--- src/hw/rtl/urld_pkg.sv ---
// Shared types, character codes and hex helpers for the URL percent decoder.
// No dependencies; used by every module of the decoder.
`default_nettype none

package urld_pkg;

  localparam logic [7:0] CH_PLUS      = 8'h2B;
  localparam logic [7:0] CH_PERCENT   = 8'h25;
  localparam logic [7:0] CH_SPACE     = 8'h20;
  localparam logic [7:0] CH_DIGIT_0   = 8'h30;
  localparam logic [7:0] CH_DIGIT_9   = 8'h39;
  localparam logic [7:0] CH_UPPER_A   = 8'h41;
  localparam logic [7:0] CH_UPPER_F   = 8'h46;
  localparam logic [7:0] CH_LOWER_A   = 8'h61;
  localparam logic [7:0] CH_LOWER_F   = 8'h66;
  localparam logic [7:0] HEX_ALPHA_BASE = 8'd10;

  localparam logic [1:0] PEND_NONE  = 2'd0;
  localparam logic [1:0] PEND_PCT   = 2'd1;
  localparam logic [1:0] PEND_DIGIT = 2'd2;

  localparam logic [1:0] JOB_MAX = 2'd3;

  typedef struct packed {
    logic [1:0]      cnt;
    logic            last;
    logic [2:0][7:0] data;
  } job_t;

  typedef struct packed {
    logic [1:0] pend;
    logic [7:0] held;
  } front_stat_t;

  function automatic logic is_hex(input logic [7:0] c);
    return (c >= CH_DIGIT_0 && c <= CH_DIGIT_9) ||
           (c >= CH_UPPER_A && c <= CH_UPPER_F) ||
           (c >= CH_LOWER_A && c <= CH_LOWER_F);
  endfunction

  function automatic logic [3:0] hex_value(input logic [7:0] c);
    logic [7:0] v;
    v = 8'd0;
    if (c >= CH_DIGIT_0 && c <= CH_DIGIT_9) begin
      v = c - CH_DIGIT_0;
    end else if (c >= CH_UPPER_A && c <= CH_UPPER_F) begin
      v = c - CH_UPPER_A + HEX_ALPHA_BASE;
    end else if (c >= CH_LOWER_A && c <= CH_LOWER_F) begin
      v = c - CH_LOWER_A + HEX_ALPHA_BASE;
    end
    return v[3:0];
  endfunction

endpackage

`default_nettype wire

--- src/hw/rtl/urld_front.sv ---
// Front end of the URL percent decoder: accepts input words, tracks a held
// escape and builds a job of up to three output bytes. Uses urld_pkg.
`default_nettype none

module urld_front (
  input  wire logic                  clk,
  input  wire logic                  rst,
  input  wire logic                  in_valid,
  output logic                       in_ready,
  input  wire logic [7:0]            in_byte,
  input  wire logic                  in_last,
  input  wire logic                  q_full,
  output logic                       push,
  output urld_pkg::job_t             job,
  output urld_pkg::front_stat_t      stat
);

  logic [1:0] pend;
  logic [1:0] pend_next;
  logic [7:0] held;
  logic [7:0] held_next;
  logic       accept;
  logic       hex;
  logic       f_emit;
  logic [7:0] f_byte;
  logic [1:0] f_pend;

  assign in_ready = !q_full;
  assign accept   = in_valid && !q_full;
  assign hex      = urld_pkg::is_hex(in_byte);

  // handling of a byte with nothing held
  assign f_emit = (in_byte != urld_pkg::CH_PERCENT) || in_last;
  assign f_byte = (in_byte == urld_pkg::CH_PLUS) ? urld_pkg::CH_SPACE : in_byte;
  assign f_pend = (in_byte == urld_pkg::CH_PERCENT && !in_last) ?
                  urld_pkg::PEND_PCT : urld_pkg::PEND_NONE;

  always_comb begin
    job       = '0;
    job.last  = in_last;
    pend_next = urld_pkg::PEND_NONE;
    held_next = 8'd0;
    case (pend)
      urld_pkg::PEND_PCT: begin
        if (hex) begin
          if (in_last) begin
            job.cnt     = 2'd2;
            job.data[0] = urld_pkg::CH_PERCENT;
            job.data[1] = in_byte;
          end else begin
            pend_next = urld_pkg::PEND_DIGIT;
            held_next = in_byte;
          end
        end else begin
          job.cnt     = 2'd1 + {1'b0, f_emit};
          job.data[0] = urld_pkg::CH_PERCENT;
          job.data[1] = f_byte;
          pend_next   = f_pend;
        end
      end
      urld_pkg::PEND_DIGIT: begin
        if (hex) begin
          job.cnt     = 2'd1;
          job.data[0] = {urld_pkg::hex_value(held), urld_pkg::hex_value(in_byte)};
        end else begin
          job.cnt     = 2'd2 + {1'b0, f_emit};
          job.data[0] = urld_pkg::CH_PERCENT;
          job.data[1] = held;
          job.data[2] = f_byte;
          pend_next   = f_pend;
        end
      end
      default: begin
        job.cnt     = {1'b0, f_emit};
        job.data[0] = f_byte;
        pend_next   = f_pend;
      end
    endcase
  end

  assign push      = accept && (job.cnt != 2'd0);
  assign stat.pend = pend;
  assign stat.held = held;

  always_ff @(posedge clk) begin
    if (rst) begin
      pend <= urld_pkg::PEND_NONE;
      held <= 8'd0;
    end else if (accept) begin
      pend <= pend_next;
      held <= held_next;
    end
  end

endmodule

`default_nettype wire

--- src/hw/rtl/urld_queue.sv ---
// Job queue between the front and back ends of the URL percent decoder.
// Small register FIFO of jobs. Uses urld_pkg.
`default_nettype none

module urld_queue #(
  parameter int DEPTH = 2
) (
  input  wire logic            clk,
  input  wire logic            rst,
  input  wire logic            push,
  input  wire urld_pkg::job_t  wr_job,
  output logic                 full,
  output logic                 q_valid,
  output urld_pkg::job_t       head,
  input  wire logic            pop
);

  localparam int PW = (DEPTH > 1) ? $clog2(DEPTH) : 1;
  localparam int CW = $clog2(DEPTH + 1);

  urld_pkg::job_t slots [DEPTH];
  logic [PW-1:0]  wr_ptr;
  logic [PW-1:0]  rd_ptr;
  logic [CW-1:0]  count;
  logic           do_pop;

  assign full    = (count == CW'(DEPTH));
  assign q_valid = (count != '0);
  assign head    = slots[rd_ptr];
  assign do_pop  = pop && q_valid;

  always_ff @(posedge clk) begin
    if (push) begin
      slots[wr_ptr] <= wr_job;
    end
  end

  always_ff @(posedge clk) begin
    if (rst) begin
      wr_ptr <= '0;
      rd_ptr <= '0;
      count  <= '0;
    end else begin
      if (push) begin
        wr_ptr <= (wr_ptr == PW'(DEPTH - 1)) ? '0 : wr_ptr + 1'b1;
      end
      if (do_pop) begin
        rd_ptr <= (rd_ptr == PW'(DEPTH - 1)) ? '0 : rd_ptr + 1'b1;
      end
      if (push && !do_pop) begin
        count <= count + 1'b1;
      end else if (do_pop && !push) begin
        count <= count - 1'b1;
      end
    end
  end

endmodule

`default_nettype wire

--- src/hw/rtl/urld_back.sv ---
// Back end of the URL percent decoder: walks the bytes of the head job and
// presents one output word per cycle unless stalled. Uses urld_pkg.
`default_nettype none

module urld_back (
  input  wire logic            clk,
  input  wire logic            rst,
  input  wire logic            q_valid,
  input  wire urld_pkg::job_t  head,
  output logic                 pop,
  output logic                 out_valid,
  input  wire logic            out_ready,
  output logic [7:0]           out_byte,
  output logic                 out_last
);

  logic [1:0] idx;
  logic       at_end;

  assign at_end    = (idx == head.cnt - 2'd1);
  assign out_valid = q_valid;
  assign out_byte  = (idx == urld_pkg::JOB_MAX) ? head.data[0] : head.data[idx];
  assign out_last  = head.last && at_end;
  assign pop       = out_valid && out_ready && at_end;

  // advance through the job, rewind when it leaves the queue
  always_ff @(posedge clk) begin
    if (rst) begin
      idx <= 2'd0;
    end else if (out_valid && out_ready) begin
      idx <= at_end ? 2'd0 : idx + 2'd1;
    end
  end

endmodule

`default_nettype wire

--- src/hw/rtl/url_percent_decoder.sv ---
// Top level of the URL percent decoder: front end, job queue, back end.
// Depends on urld_pkg, urld_front, urld_queue and urld_back.
//
//   port group | dir | tdata         | tlast    | tuser
//   s_axis     | in  | [7:0] in_byte | in_last  | -
//   m_axis     | out | [7:0] out_byte| out_last | -
//
// One input word is taken per cycle while the job queue has room.
// Output words leave one per cycle while the output is ready; an escape
// cut short emits up to three words for one input word, so a burst of those
// can fill the queue briefly. Each job passes through a queue register.
// Synchronous active-high reset clears the held escape and empties the queue.
// Either side may stall; the queue of QUEUE_DEPTH jobs lets them run apart.
`default_nettype none

module url_percent_decoder #(
  parameter int QUEUE_DEPTH = 2
) (
  input  wire logic       clk,
  input  wire logic       rst,
  input  wire logic       s_axis_tvalid,
  output logic            s_axis_tready,
  input  wire logic [7:0] s_axis_tdata,   // [7:0] in_byte
  input  wire logic       s_axis_tlast,
  output logic            m_axis_tvalid,
  input  wire logic       m_axis_tready,
  output logic [7:0]      m_axis_tdata,   // [7:0] out_byte
  output logic            m_axis_tlast
);

  logic                  q_full;
  logic                  push;
  urld_pkg::job_t        job;
  urld_pkg::front_stat_t stat;
  logic                  q_valid;
  urld_pkg::job_t        head;
  logic                  pop;

  urld_front u_front (
    .clk      (clk),
    .rst      (rst),
    .in_valid (s_axis_tvalid),
    .in_ready (s_axis_tready),
    .in_byte  (s_axis_tdata),
    .in_last  (s_axis_tlast),
    .q_full   (q_full),
    .push     (push),
    .job      (job),
    .stat     (stat)
  );

  urld_queue #(
    .DEPTH (QUEUE_DEPTH)
  ) u_queue (
    .clk     (clk),
    .rst     (rst),
    .push    (push),
    .wr_job  (job),
    .full    (q_full),
    .q_valid (q_valid),
    .head    (head),
    .pop     (pop)
  );

  urld_back u_back (
    .clk       (clk),
    .rst       (rst),
    .q_valid   (q_valid),
    .head      (head),
    .pop       (pop),
    .out_valid (m_axis_tvalid),
    .out_ready (m_axis_tready),
    .out_byte  (m_axis_tdata),
    .out_last  (m_axis_tlast)
  );

  a_push_nonempty: assert property (@(posedge clk) disable iff (rst)
    push |-> (job.cnt != 2'd0))
    else $error("empty job pushed");

  a_last_clears: assert property (@(posedge clk) disable iff (rst)
    s_axis_tvalid && s_axis_tready && s_axis_tlast |=> stat.pend == urld_pkg::PEND_NONE)
    else $error("escape still held after last word");

  a_held_digit: assert property (@(posedge clk) disable iff (rst)
    (stat.pend == urld_pkg::PEND_DIGIT) |-> urld_pkg::is_hex(stat.held))
    else $error("held digit is not hex");

  a_pop_valid: assert property (@(posedge clk) disable iff (rst)
    pop |-> q_valid && (head.cnt != 2'd0))
    else $error("pop without a valid job");

endmodule

`default_nettype wire
--- config.mk ---
export PLATFORM = sky130hd
export DESIGN_NAME = url_percent_decoder
export DESIGN_NICKNAME = d
export VERILOG_FILES = /design/src/hw/rtl/urld_pkg.sv /design/src/hw/rtl/urld_front.sv /design/src/hw/rtl/urld_queue.sv /design/src/hw/rtl/urld_back.sv /design/src/hw/rtl/url_percent_decoder.sv
export SDC_FILE = /design/constraint.sdc
export NUM_CORES = 1
export LEC_CHECK = 0
export BUFFER_PORTS_ARGS = -buffer_cell sky130_fd_sc_hd__buf_2
export CAP_MARGIN = 0
export CORE_MARGIN = 2
export CORE_UTILIZATION = 55
export DETAILED_ROUTE_END_ITERATION = 7
export PLACE_DENSITY = 0.76
export REMOVE_ABC_BUFFERS = 1
export SYNTH_ARGS = -nofsm -noshare
export SYNTH_HDL_FRONTEND = slang
export SYNTH_SLANG_ARGS = --single-unit
--- constraint.sdc ---
create_clock -name clk -period 2.95 [get_ports clk]
set_clock_uncertainty 0.05 [all_clocks]
set_input_delay 0.1475 -clock clk [delete_from_list [all_inputs] [get_ports clk]]
set_output_delay 0.1475 -clock clk [all_outputs]
set_load 0.02 [all_outputs]
==> results.cfg, run 1 <==
[synthesis]
area_leader_netlist = edfxtp_1
synth-main-ff-cell = edfxtp_1
mappedNetlistArea_mm2 = 0.00373
ys_async_sr_fraction_pct = 0
synth_cells = 347
synthTopCellsByArea = edfxtp_1 (44%), dfxtp_1 (9.1%), mux2i_1 (5.4%)
synth_sequential_area_ratio_pct = 52.7
yosysTopAreaCellShare_pct = 43.5
yosysMostFrequentCell = edfxtp_1
synth_edf_count = 54
ys_seq_elements = 71
synth.cells.most_frequent = edfxtp_1 (54), nand2_1 (31), nor2_1 (26)
synthDistinctLibCells = 50
synth_warnings = 0
syn-mean-instance-area_um2 = 10.7

[drt]
drt-pass1-iter-count = 4
ant_nets = 0
wire_per_inst_um = 17.1
wirelength_mm = 7.72
detail_route.vias_per_cell = 6.12
route.vias.total = 2759
drt_iter0_markers = 217
post-route-drc-count = 0

[status]
outcome = finished clean

[placed_design]
finalWeightedCongestion = 0.948
dpl.cell_count = 435
count_of_input_and_output_buffers = 23
detailedPlacementHpwl_mm = 5.23

[power_and_ir_drop]
power_leakage_nw = 1.41
vdd_ir_drop_max_v = 0.000492
power_density_mw_per_mm2 = 683

[clocking]
clock_tree.htree_level_count = 3
root_cell_of_the_clock_tree = clkbuf_8
cts_sinks = 71
cts_buffers = 9
cts_setup_buffers = 0
number_of_buffers_between_clock_root_and_the_deepest_sink = 2
clock_latency_ps = 340
ctsResizeCount = 0
cts_tree = built
ctsHoldBuffers = 0
clk_transition_reported_paths_ps = 80

[global_routing]
grt_start_max_net_pins = 33
grt_remaining_overflow = 0
globalRouteTotalUtil_pct = 22.1
grt_pass1_wl_mm = 12.6
number_of_antenna_violations_at_the_first_check_in_global_routing = 0
first_global_vias = 2543

[worst_setup_path]
critical_path_endpoint_category = register
critical_path_class = register to register
startpoint_class_of_the_critical_path = register
worst-endpoint-required_ps = 3180
data_arrival_time_at_the_worst_slack_endpoint_ps = 2640
crit_path_max_fanout = 6

[die]
dieArea_mm2 = 0.00745
ios = 24
initial_utilization_pct = 57.7
chip_width_um = 86.3
placement_rows = 29
die_height_um = 86.3
core_area_mm2 = 0.00646

[worst_hold_path]
worst_hold_path_type = input pin to register

[final_layout]
fraction_of_layout_instances_using_a_drive_strength_above_1_pct = 15.0
area_delta_synth_final_pct = 11.3
post_layout_nonfiller_instances = 451
antenna-diode-count = 0
share_of_the_core_filled_with_cells_pct = 64.2
nNetsFinal = 394

[flow_run]
max_cap_viol_count = 0

[timing]
timing.final.crit_period_ps = 2410
finalSetupViolCount = 0
tightest_slew_ps = 616
rsz0062_at_grt = no
slew_headroom_pct = 58.9
hold_violations = 0
holdWs_ps = 39.3
clock.fmax_ghz = 0.415
timing_max_transition_violations_final = 0
final.period_utilization_pct = 81.8
[registers in the layout, summed over array words and instances (netlist names), named ones only]
| signal | count |
|---|---|
| u_queue.count | 2 |
| u_back.idx | 2 |
| u_front.held | 8 |
| u_front.pend | 2 |
| u_queue.slots | 54 |
| u_queue.rd_ptr | 1 |
| u_queue.wr_ptr | 1 |
[final cells by class]
cell class	instances	area, um2
clock buffer	11	141
tap	77	96.3
timing repair buffer	32	183
multi-input combinational	240	1630
sequential	71	1960
fill	516	2310
inverter	15	56.3
clock inverter	5	81.3
[power breakdown]
part           switching (mW)  internal, mW
combinational           0.438         0.258
clock                   0.359         0.499
sequential             0.0508          1.23
total                   0.847          1.98
[per-layer routing]
layer / global-route usage [%] / vias to the layer above / routed length [um]
met5: 0 / - / 0
met2: 33.4 / 88 / 3560
met3: 3.71 / 10 / 413
li1: - / 1345 / -
met4: 9.23 / 0 / 139
met1: 32.0 / 1316 / 3600
[cells in the final DEF, fill, tap and decap left out, types with 3 or more instances in the layout]
cell	n
o21bai_1	3
o21ai_1	7
nand2_1	31
edfxtp_1	54
nand3_1	12
mux2i_1	20
o21ai_0	14
nor2b_1	4
clkbuf_8	10
o31ai_1	3
buf_4	9
a21oi_1	24
nand2b_1	3
o41a_1	7
o2111ai_1	3
a31oi_1	3
inv_1	14
mux2_1	5
nor2_1	26
mux2_2	4
nand4_1	3
xnor2_1	3
dfxtp_1	17
o211ai_1	8
ha_1	12
and2_1	3
buf_2	23
a211oi_1	4
xor2_1	3
o221ai_1	8
[metrics by stage]
stage	worst slack, ps	cell area, um2	setup TNS [ps]	total power, mW
finish	538	4150	0	2.83
global route	315	4150	0	2.96
CTS	572	4150	0	2.84
detailed placement	587	3920	0	1.99
global placement	621	3920	0	1.97
floorplan	-440	3640	-11890	1.78
[critical path, cell delays in order (launching register included)]
cell,delay (ps)
dfxtp_1,440
mux2i_1,240
xor2_1,190
mux2i_1,470
or2_1,210
ha_1,260
or3_1,350
a21oi_1,140
[cell families after synthesis]
kind of cell / after synthesis / share of synthesized area, %
compound gates: 93 / 16.9
xor+xnor: 6 / 1.41
fa+ha+maj: 12 / 4.03
buf+inv: 36 / 3.76
flops: 71 / 52.7
mux: 29 / 8.09
simple gates: 100 / 13.1
[path summary, 6_finish.rpt]
check,endpoint,depth (start not counted),from,slack (ps)
max,u_queue.count[1]$_SDFFE_PP0P_,7,register,540
min,u_back.idx[1]$_SDFFE_PP0P_,3,m_axis_tready,40
max reg2reg,u_queue.count[1]$_SDFFE_PP0P_,7,register,540
min reg2reg,u_front.pend[1]$_SDFFE_PP0P_,2,u_front.pend[1]$_SDFFE_PP0P_,430
Note: power is estimated with default switching activity, not from simulation.
==> inputs of run 2 (changes only) <==
clock period = 2.04 ns   (was 2.95 ns; I/O delays follow)
==> results.cfg, run 2 (synthesis gave the netlist of run 1 again) <==
[timing]
hold_violations = 0
fin_setup_tns_ps = -795
final.period_utilization_pct = 105
timing.final.crit_period_ps = 2140
clock.fmax_ghz = 0.467
holdWs_ps = 99.5
tightest_slew_ps = 499
timing_max_transition_violations_final = 0
rsz0062_at_grt = yes
finalSetupViolCount = 22
finalWorstSetupSlack_ps = -102
slew_headroom_pct = 66.4

[placed_design]
detailedPlacementHpwl_mm = 5.93
placement.cell_area_mm2 = 0.00418
finalWeightedCongestion = 0.879
count_of_input_and_output_buffers = 23
place_ws_ps = -97.3

[worst_setup_path]
critical_path_cell_count = 7
crit_path_end = m_axis_tdata[5]
worst-endpoint-required_ps = 1890
critical_path_endpoint_category = output port
critical_path_class = register to output port
timing.critical_path.slowest_stage_cell = dfxtp_4
worst_path_dominant_cell_family = compound AO/OA/AOI/OAI gates
crit_chain = buf_12 -> nor2b_1 -> a211oi_1 -> a211oi_1 -> a311oi_1 -> a21oi_1 -> buf_2
worstReg2RegEnd = u_queue.count[1]$_SDFFE_PP0P_
worstReg2RegStart = u_front.pend[1]$_SDFFE_PP0P_
worstPathBufferInverterCount = 2
rrSetupSlack_ps = -80
startpoint_class_of_the_critical_path = register
crit_path_max_fanout = 26
max_stage_delay_ps = 380
data_arrival_time_at_the_worst_slack_endpoint_ps = 1990
number_of_cells_on_the_worst_reg_to_reg_path = 9
cpMostUsedCell = a211oi_1

[final_layout]
nNetsFinal = 434
area_delta_synth_final_pct = 24.7
fraction_of_layout_instances_using_a_drive_strength_above_1_pct = 28.5
layout.cells.most_common = edfxtp_1
most-common-layout-cells = edfxtp_1 (54), buf_4 (42), nand2_1 (30)
antenna-diode-count = 0
max_flop_register = u_queue.slots
biggestRegsByFlops = u_queue.slots x54, u_front.held x8
final_design_area_no_fill_mm2 = 0.00465
flip_flop_count_of_the_largest_register_all_copies_and_words_added = 54

[clocking]
cts_buffers = 9
root_cell_of_the_clock_tree = clkbuf_8
cts_sinks = 71
clock_latency_ps = 340
number_of_buffers_between_clock_root_and_the_deepest_sink = 2
clock_tree.htree_level_count = 3
cts_tree = built
clk_transition_reported_paths_ps = 70

[die]
ios = 24
die_height_um = 86.3
initial_utilization_pct = 57.7
core_area_mm2 = 0.00646
chip_width_um = 86.3
placement_rows = 29
dieArea_mm2 = 0.00745

[drt]
ant_nets = 0
drt_iter0_markers = 246
detail_route.vias_per_cell = 6.18
wirelength_mm = 9.71
wire_per_inst_um = 19.8
post-route-drc-count = 0
route.vias.total = 3035
drt-pass1-iter-count = 5

[global_routing]
first_global_vias = 2895
grt_start_max_net_pins = 28
grt_pass1_wl_mm = 14.3
globalRouteTotalUtil_pct = 25.3
grt_remaining_overflow = 0
number_of_antenna_violations_at_the_first_check_in_global_routing = 0

[status]
failed_checks = negative setup slack
outcome = finished with violations

[worst_hold_path]
worst_hold_path_type = input pin to register

[power_and_ir_drop]
power_density_mw_per_mm2 = 931
totalPowerFinal_mw = 4.33
vdd_ir_drop_max_v = 0.000876
power_leakage_nw = 1.66

[flow_run]
max_cap_viol_count = 0
[run 2: worst min path at each step]
stage	from	endpoint	slack, ps	cells after the start
2_1_floorplan	rst	register	120	1
3_3_place_gp	m_axis_tready	u_back.idx[1]$_SDFFE_PP0P_	330	3
3_5_place_dp	m_axis_tready	u_back.idx[1]$_SDFFE_PP0P_	360	3
4_1_cts	rst	u_front.held[4]$_SDFFE_PP0P_	90	2
5_1_grt	rst	u_front.held[4]$_SDFFE_PP0P_	110	2
6_report	rst	u_front.held[4]$_SDFFE_PP0P_	100	2
[run 2: worst register-to-register path: cells and delay by family (launching register included)]
kind	cells	cell delay (ps)
AOI/OAI and AO/OA	2	330
xor gates and xnor gates	1	150
adders and majority gates	2	400
buffers and inverters	1	150
DFF	1	400
and+or+nand+nor	3	580
[run 2: per-stage QoR]
| step | cells | util (%) |
|---|---|---|
| 2_1_floorplan | 326 | - |
| 3_3_place_gp | 466 | 64.7 |
| 3_5_place_dp | 466 | 64.7 |
| 4_1_cts | 484 | 68.4 |
| 5_1_grt | 491 | 72.0 |
| 6_report | 491 | 72.0 |
[run 2: power breakdown]
part	internal (mW)	total [mW]	leakage (nW)	switching, mW
combinational	0.613	1.36	0.914	0.752
clock	0.554	1.08	0.0941	0.530
sequential	1.78	1.88	0.651	0.103
total	2.94	4.33	1.66	1.38
[run 2: what timing repair did]
action	CTS	global route
hold buffers	1	0
gates resized for setup	11	35
buffers inserted	1	5
gates cloned	0	3
hold endpoints to repair	2	0
pin swaps	4	7
endpoints found under the setup margin	15	69
[run 2: area by class of cell]
class,count,area (um2)
Clock buffer,9,124
Clock inverter,7,63.8
Fill cell,474,1810
Inverter,15,61.3
Multi-Input combinational cell,240,1750
Sequential cell,71,1980
Tap cell,77,96.3
Timing Repair Buffer,72,574
[run 2: routing by layer]
metal / GRT usage [%] / vias to the layer above / part of all wire [%]
met4: 8.24 / 0 / 1.4
li1: - / 1428 / -
met3: 6.19 / 14 / 7.1
met5: 0 / - / 0
met2: 40.6 / 148 / 50
met1: 34.0 / 1445 / 42
